### src/nta_pkg.sv
// ----------------------------------------------------------------------------
// nta_pkg
// Shared widths, character codes and helpers for the binary to ASCII field
// formatter and its port checker.
// ----------------------------------------------------------------------------
package nta_pkg;

    localparam int VALUE_W            = 32;
    localparam int LEN_W              = 4;
    localparam int CHAR_W             = 7;
    localparam int NUM_BCD            = 10;  // decimal digits of a 32-bit value
    localparam int BCD_W              = 4 * NUM_BCD;
    localparam int BIT_CNT_W          = $clog2(VALUE_W);
    localparam int DIG_IDX_W          = $clog2(NUM_BCD);
    localparam int DEFAULT_MAX_DIGITS = 10;

    localparam logic [CHAR_W-1:0] CH_SPACE = 7'd32;
    localparam logic [CHAR_W-1:0] CH_ZERO  = 7'd48;
    localparam logic [CHAR_W-1:0] CH_NINE  = 7'd57;
    localparam logic [CHAR_W-1:0] CH_ALPHA = 7'd65;
    localparam logic [CHAR_W-1:0] CH_HEX_F = 7'd70;

    localparam logic CMD_DEC = 1'b0;
    localparam logic CMD_HEX = 1'b1;

    // ASCII code of one digit: '0'-'9', then 'A'-'F'
    function automatic logic [CHAR_W-1:0] digit_char(input logic [3:0] dig);
        logic [CHAR_W-1:0] code;
        if (dig < 4'd10) begin
            code = CH_ZERO + {3'b000, dig};
        end else begin
            code = CH_ALPHA + {3'b000, dig - 4'd10};
        end
        return code;
    endfunction

    // double-dabble correction of one BCD digit before the next shift
    function automatic logic [3:0] bcd_adjust(input logic [3:0] dig);
        logic [3:0] adj;
        if (dig >= 4'd5) begin
            adj = dig + 4'd3;
        end else begin
            adj = dig;
        end
        return adj;
    endfunction

endpackage

### src/number_to_ascii_digits.sv
// ----------------------------------------------------------------------------
// number_to_ascii_digits
// Formats a 32-bit unsigned word as a fixed-width decimal or hex ASCII field.
// ----------------------------------------------------------------------------
// Decimal conversion shifts in one bit per cycle with shift-add-3
// correction, hex needs none; then a scan walks the digits from the top,
// one per cycle, and emits the low field_length of them.
// A new word is taken only in idle, once conversion and scan are done.
// Reset clears the control state; the receiver cannot stall the results.
module number_to_ascii_digits #(
    parameter int MAX_DIGITS = nta_pkg::DEFAULT_MAX_DIGITS
) (
    input  logic                         i_clk,
    input  logic                         i_rst_n,
    input  logic                         start,
    output logic                         busy,
    input  logic                         i_cmd,
    input  logic [nta_pkg::VALUE_W-1:0]  i_value,
    input  logic [nta_pkg::LEN_W-1:0]    i_field_length,
    input  logic                         i_leading_zero,
    output logic                         o_strobe,
    output logic [nta_pkg::CHAR_W-1:0]   o_char_code,
    output logic                         o_last
);

    localparam logic [1:0] ST_IDLE = 2'd0;
    localparam logic [1:0] ST_CONV = 2'd1;
    localparam logic [1:0] ST_SCAN = 2'd2;

    localparam logic [nta_pkg::LEN_W-1:0] MAX_LEN = nta_pkg::LEN_W'(MAX_DIGITS);
    localparam logic [nta_pkg::DIG_IDX_W-1:0] TOP_IDX =
        nta_pkg::DIG_IDX_W'(nta_pkg::NUM_BCD - 1);

    logic [1:0]                          r_state, n_state;
    logic [nta_pkg::VALUE_W-1:0]         r_sh, n_sh;
    logic [nta_pkg::BCD_W-1:0]           r_bcd, n_bcd;
    logic [nta_pkg::BIT_CNT_W-1:0]       r_cnt, n_cnt;
    logic [nta_pkg::DIG_IDX_W-1:0]       r_idx, n_idx;
    logic                                r_nz, n_nz;
    logic [nta_pkg::LEN_W-1:0]           r_len, n_len;
    logic                                r_hex, n_hex;
    logic                                r_pad, n_pad;
    logic                                r_strobe, n_strobe;
    logic [nta_pkg::CHAR_W-1:0]          r_char, n_char;
    logic                                r_last, n_last;

    logic [nta_pkg::BCD_W-1:0]           adj_bcd;
    logic [3:0]                          top_dig;
    logic                                nz_now;

    always_comb begin
        for (int i = 0; i < nta_pkg::NUM_BCD; i++) begin
            adj_bcd[4*i +: 4] = nta_pkg::bcd_adjust(r_bcd[4*i +: 4]);
        end
    end

    assign top_dig = r_bcd[nta_pkg::BCD_W-1 -: 4];
    assign nz_now  = r_nz | (top_dig != 4'd0);

    always_comb begin
        n_state  = r_state;
        n_sh     = r_sh;
        n_bcd    = r_bcd;
        n_cnt    = r_cnt;
        n_idx    = r_idx;
        n_nz     = r_nz;
        n_len    = r_len;
        n_hex    = r_hex;
        n_pad    = r_pad;
        n_strobe = 1'b0;
        n_char   = r_char;
        n_last   = r_last;
        unique case (r_state)
            ST_IDLE: begin
                if (start) begin
                    n_hex = (i_cmd == nta_pkg::CMD_HEX);
                    n_pad = i_leading_zero;
                    n_len = (i_field_length > MAX_LEN) ? MAX_LEN : i_field_length;
                    n_idx = TOP_IDX;
                    n_nz  = 1'b0;
                    n_sh  = i_value;
                    n_cnt = nta_pkg::BIT_CNT_W'(nta_pkg::VALUE_W - 1);
                    if (i_cmd == nta_pkg::CMD_HEX) begin
                        n_bcd   = nta_pkg::BCD_W'(i_value);
                        n_state = ST_SCAN;
                    end else begin
                        n_bcd   = '0;
                        n_state = ST_CONV;
                    end
                end
            end
            ST_CONV: begin
                // adjust, then shift in the next bit, msb first
                n_bcd = {adj_bcd[nta_pkg::BCD_W-2:0], r_sh[nta_pkg::VALUE_W-1]};
                n_sh  = {r_sh[nta_pkg::VALUE_W-2:0], 1'b0};
                n_cnt = r_cnt - 1'b1;
                if (r_cnt == '0) begin
                    n_state = ST_SCAN;
                end
            end
            ST_SCAN: begin
                // drop digits above the field, emit the rest
                if (nta_pkg::LEN_W'(r_idx) < r_len) begin
                    n_strobe = 1'b1;
                    n_last   = (r_idx == '0);
                    if (!r_hex && !r_pad && !nz_now && r_idx != '0) begin
                        n_char = nta_pkg::CH_SPACE;
                    end else begin
                        n_char = nta_pkg::digit_char(top_dig);
                    end
                end
                n_bcd = {r_bcd[nta_pkg::BCD_W-5:0], 4'b0000};
                n_nz  = nz_now;
                n_idx = r_idx - 1'b1;
                if (r_idx == '0) begin
                    n_state = ST_IDLE;
                end
            end
            default: begin
                n_state = ST_IDLE;
            end
        endcase
    end

    always_ff @(posedge i_clk) begin
        if (!i_rst_n) begin
            r_state  <= ST_IDLE;
            r_strobe <= 1'b0;
        end else begin
            r_state  <= n_state;
            r_strobe <= n_strobe;
        end
    end

    always_ff @(posedge i_clk) begin
        r_sh   <= n_sh;
        r_bcd  <= n_bcd;
        r_cnt  <= n_cnt;
        r_idx  <= n_idx;
        r_nz   <= n_nz;
        r_len  <= n_len;
        r_hex  <= n_hex;
        r_pad  <= n_pad;
        r_char <= n_char;
        r_last <= n_last;
    end

    assign busy        = (r_state != ST_IDLE);
    assign o_strobe    = r_strobe;
    assign o_char_code = r_char;
    assign o_last      = r_last;

endmodule

### config.mk
export PLATFORM = sky130hd
export DESIGN_NAME = number_to_ascii_digits
export DESIGN_NICKNAME = d
export VERILOG_FILES = /design/src/nta_pkg.sv /design/src/number_to_ascii_digits.sv
export SDC_FILE = /design/constraint.sdc
export NUM_CORES = 1
export LEC_CHECK = 0
export BUFFER_PORTS_ARGS = -buffer_cell sky130_fd_sc_hd__buf_2
export CAP_MARGIN = 20
export CORE_MARGIN = 2
export CORE_UTILIZATION = 40
export DETAILED_ROUTE_END_ITERATION = 10
export GPL_TIMING_DRIVEN = 1
export PLACE_DENSITY_LB_ADDON = 0.25
export SKIP_LAST_GASP = 1
export SYNTH_ARGS = -nofsm -noshare
export SYNTH_HDL_FRONTEND = slang
export SYNTH_SLANG_ARGS = --single-unit
### constraint.sdc
create_clock -name i_clk -period 11.35 [get_ports i_clk]
set_input_delay 1.7025 -clock i_clk [delete_from_list [all_inputs] [get_ports i_clk]]
set_output_delay 1.7025 -clock i_clk [all_outputs]
set_load 0.01 [all_outputs]
[Word-level counts from Yosys, hierarchy flattened]
Index checks and enable logic that the tools add are counted.
Operators by class
  $add $sub $neg: 15
  multipliers: 0
  divide/modulo/power cells: 0
  $lt $le $gt $ge: 13
  equal/unequal tests: 5
  shift-type cells: 0
  multiplexer cells: 28
  bitwise logic cells: 1
  reductions and logical operators: 22
Operator list (count)
  one-hot mux 40 bit (3 select lines): 1
  two-way mux 32 bit: 2
  one-hot mux 32 bit (2 select lines): 1
  greater-or-equal comparator 4 x 3 -> 1 bit, second input constant: 10
  two-way mux 4 bit: 10
  two-way mux 40 bit: 1
  adder 4 x 2 -> 4 bit, second input constant: 9
  AND reduction 2 bit: 6
  one-hot mux 5 bit (2 select lines): 1
  two-way mux 2 bit: 4
  one-hot mux 4 bit (2 select lines): 1
  nonzero test 4 bit: 2
  adder 6 x 4 -> 7 bit, first input constant: 1
  adder 7 x 4 -> 7 bit, first input constant: 1
  two-way mux 7 bit: 1
  != test 2 bit, second input constant: 3
  one-hot mux 2 bit (3 select lines): 1
  nonzero test 2 bit: 3
  zero test 5 bit: 1
  two-way mux 5 bit: 1
  subtractor 5 x 1 -> 5 bit, second input constant: 1
  greater-than comparator 4 bit, second input constant: 1
  zero test 4 bit: 1
  less-than comparator 4 bit: 1
  15 further kinds: 20
Word-level totals
  bits in registers: 99
  bits in latches: 0
  memory bits (writable): 0
  ROM bits: 0
  bits of input ports: 41
  word-level logic and storage cells: 96
  memories: 0

[Depth between registers and ports, before layout]
  depth in word-level cells: 5
  mapped depth: 7
  depth with buffers taken out: 6

[Worst setup path after synthesis]
Ideal clock, no wire load.
  kind: in2reg
  from: input start
  to: register r_bcd[0] in the netlist's numbering, enable pin
  setup time: 0.451 ns
  data arrival time: 3.736 ns
  path slack: 7.163 ns
  cell stages on the path: 2
  buffers on the path: 0
  cells stage by stage: inv_1 a21oi_1
On the way
  longest elaborated chain between the ends: 2
Ends and longest elaborated chain
  from (decl): RTL line number_to_ascii_digits.sv:15  | input logic start,
  != test 2 bit (no line)
  AND reduction 2 bit (no line)
  to (signal assigned): RTL line number_to_ascii_digits.sv:137  | r_bcd <= n_bcd;
  to (decl): RTL line number_to_ascii_digits.sv:36  | logic [nta_pkg::BCD_W-1:0] r_bcd, n_bcd;
Every way passes these cells.
A chain may end at the register's enable or synchronous reset.

[Worst setup path after layout]
  from: register r_state[0]
  to: output busy
On the way
  longest elaborated chain between the ends: 1
Ends and longest elaborated chain
  from (decl): RTL line number_to_ascii_digits.sv:34  | logic [1:0] r_state, n_state;
  from (signal assigned): RTL line number_to_ascii_digits.sv:130  | r_state <= n_state;
  nonzero test 2 bit: RTL line number_to_ascii_digits.sv:148  | assign busy = (r_state != ST_IDLE);
  to (decl): RTL line number_to_ascii_digits.sv:16  | output logic busy,
Every way passes these cells.

==> impl_metrics.py <==
metrics = {
    "run_status": {
        "status": "finished clean",
    },
    "worst_setup_path": {
        "startpoint_type": "register",
        "required_ns": 9.65,
        "crit_slowest_cell": "ha_1",
        "r2r_start": "r_state[0]",
        "cp_max_fo": 7,
        "crit_top_cell": "inv_1",
        "end_kind": "output pin",
        "critical-path-top-delay-family": "adder cells",
        "path_class": "reg -> out",
        "slowest_delay_ns": 0.39,
        "crit_chain": "inv_1 > ha_1 > inv_1 > buf_2",
        "arrival_ns": 1.40,
        "critPathLaunch": "r_state[0]",
        "path_buf_inv": 3,
    },
    "timing": {
        "rsz0062_at_grt": "no",
        "setup_ws_ns": 8.25,
        "fin_crit_ns": 3.10,
        "fin_crit_sh_pct": 27.3,
        "finalSetupViolations": 0,
        "setup_tns_ns": 0,
        "skew_ns": 0.0101,
        "finalHoldViolCount": 0,
        "report.final.slew_viol_count": 0,
        "tightestPinTransition_ns": 0.942,
        "max_clock_freq_mhz": 323,
        "maxSlewHeadroom_pct": 36.9,
        "worst_hold_slack_ns": 0.547,
    },
    "layout": {
        "areaGrowthSynthToFinish_pct": 14.9,
        "fillers": 1184,
        "diodes": 0,
        "fin_cells": 670,
        "final_nets": 563,
        "drive_gt1_share_pct": 24.3,
    },
    "clocking": {
        "cts-buffers-inserted": 9,
        "clk_latency_ns": 0.35,
        "cts_sinks": 99,
        "cts_setup_buffers": 0,
        "cts_root_buf": "clkbuf_16",
        "cts_resized": 0,
        "clk_pin_slew_ns": 0.07,
        "htree_levels": 3,
        "clockBufferDepth": 2,
        "cts_hold_buf": 0,
        "tritoncts": "built",
    },
    "detailed_routing": {
        "drc": 0,
        "finalWirelength_mm": 10.3,
        "wl_per_cell_um": 15.3,
        "drt_iter0_markers": 212,
        "via_count": 3546,
        "drt_first_pass_iters": 4,
        "ant_nets": 0,
        "vias_per_cell": 5.29,
    },
    "power": {
        "vdd_drop_max_uv": 77.3,
        "swShare_pct": 32.1,
        "p_leak_nw": 2.33,
        "p_clk_share_pct": 25.5,
        "power_density_nw_per_um2": 222,
        "p_int_mw": 0.933,
        "p_comb_share_pct": 30.3,
        "pwr-share-seq_pct": 44.1,
        "switchingPower_mw": 0.441,
    },
    "floorplanning": {
        "core_area_um2": 13200,
        "die_area_um2": 14400,
        "die_h_um": 120,
        "rows": 42,
        "ios": 51,
        "floorplan.initialDensity_pct": 40.8,
        "die_x_um": 120,
    },
    "placed_design": {
        "numPortBuffers": 50,
        "gp_congestion": 0.792,
        "hpwl_mm": 6.94,
        "placedCellCount": 654,
        "dp_slack_ns": 8.45,
    },
    "yosys": {
        "synthCells": 440,
        "async_reset_ff_share_pct": 0,
        "yosysWarnings": 0,
        "netlist_area_um2": 5380,
        "ys.flop_type": "edfxtp_1",
        "syn_nets": 514,
        "ys_ff_latch": 99,
        "avgSynthCellArea_um2": 12.2,
        "synth.distinct_cells": 38,
        "synth_edf_count": 96,
        "ys_seq_area_share_pct": 54.7,
    },
    "flow_run": {
        "drv_cap": 0,
    },
    "global_routing": {
        "antenna_found_initial": 0,
        "grt_pass1_wl_mm": 16.8,
        "grt_pass1_vias": 3491,
        "grt_use_total_pct": 15.1,
        "overflow": 0,
        "grt_max_degree": 41,
    },
    "worst_hold_path": {
        "hold_path_startpoint": "r_sh[7]",
        "worstHoldPathType": "reg -> reg",
    },
}
==> path summary, 6_finish.rpt <==
kind,to,slack [ns],cells after the start
setup / recovery,busy,8.25,4
hold / removal,r_sh[8],0.55,1
setup reg to reg,r_bcd[4],9.04,6
hold reg to reg,r_sh[8],0.55,1
==> through the flow <==
stage / utilization, % / total power, mW / area (um^2)
after floorplan: - / 0.921 / 5380
after global routing: 46.9 / 1.47 / 6180
after global placement: 44.2 / 1.01 / 5830
final: 46.9 / 1.37 / 6180
after detailed placement: 44.3 / 1.03 / 5840
after CTS: 46.9 / 1.39 / 6180
==> power groups by stage <==
| stage | logic, mW | registers (mW) | clock network (mW) |
|---|---|---|---|
| 2_1_floorplan | 0.326 | 0.596 | 0 |
| 3_3_place_gp | 0.402 | 0.610 | 0 |
| 3_5_place_dp | 0.421 | 0.613 | 0 |
| 4_1_cts | 0.424 | 0.606 | 0.359 |
| 5_1_grt | 0.473 | 0.619 | 0.376 |
| 6_report | 0.417 | 0.606 | 0.351 |
==> cell families after synthesis <==
logic type               Yosys count  share of synthesized area [%]
multiplexers                      41                           8.56
AND/OR/NAND/NOR                   72                           7.77
flip-flops                        99                           54.7
adder cells (fa/ha/maj)           33                           7.67
AO/OA/AOI/OAI                    115                           13.1
buffers and inverters             56                           4.32
XOR/XNOR                          24                           3.91
==> routing by layer <==
| layer | share of wire, % | vias up | GRT usage, % | wire length (um) |
|---|---|---|---|---|
| met5 | 0 | - | 0 | 0 |
| met4 | 1.8 | 0 | 6.32 | 182 |
| met3 | 3.9 | 12 | 3.94 | 398 |
| met2 | 47 | 70 | 23.9 | 4880 |
| met1 | 47 | 1739 | 19.5 | 4810 |
| li1 | - | 1725 | - | - |
==> worst register-to-register path: stages, from the launching register on <==
cell and delay (ns):
dfxtp_1 0.37, inv_1 0.09, ha_1 0.43, nand2_1 0.57, buf_8 0.25, nor3_1 0.08, a221o_1 0.26
==> synth_stat cells, drive strengths merged, types with 2 or more instances <==
master  instances  share of area [%]
a21o            2               0.28
a21oi          27                2.5
a221o           5               0.93
a22oi          20                2.8
a31oi           2               0.23
a32o            2               0.37
a32oi           3               0.49
and2            3               0.35
and3            2               0.23
buf            13                1.3
clkbuf          5               0.35
dfxtp           3                1.1
edfxtp         96                 54
ha             33                7.7
inv            38                2.7
mux2           40                8.4
nand2          20                1.4
nand2b         12                1.4
nor2            7               0.49
nor2b           3               0.35
nor3            8               0.74
nor3b          13                2.0
nor4b           2               0.56
o21ai          46                4.3
o31ai           3               0.42
xnor2          16                2.6
xor2            8                1.3
==> area by class of cell <==
class	count	area, um^2	area share [%]
clock inverter	7	114	1.84
sequential	99	2940	47.6
multi-input combinational	285	2230	36.1
clock buffer	9	225	3.64
timing repair buffer	56	303	4.90
inverter	38	143	2.31
tap	176	220	3.56
==> sequential cells by signal, indices dropped and copies added (netlist names) <==
register,flops
r_sh,32
r_cnt,5
o_char_code,7
r_nz,1
r_state,2
r_pad,1
o_strobe,1
o_last,1
r_idx,4
r_hex,1
r_len,4
r_bcd,40
==> cells in the final DEF (no fill, tap or decap), drive strengths merged, types with 2 or more instances in the layout <==
cell type,n
a22oi,20
a21oi,27
bufinv,3
ha,33
a32oi,3
nand2,20
a32o,2
clkbuf,9
and3,2
nor4b,2
a31oi,2
and2,3
edfxtp,96
a21o,2
clkinv,3
buf,56
mux2,40
dfxtp,3
xnor2,16
o21ai,46
xor2,8
nor3,8
o31ai,3
inv,39
nor3b,13
nor2,7
nand2b,12
a221o,5
nor2b,3
(Power assumes the default switching activity.)
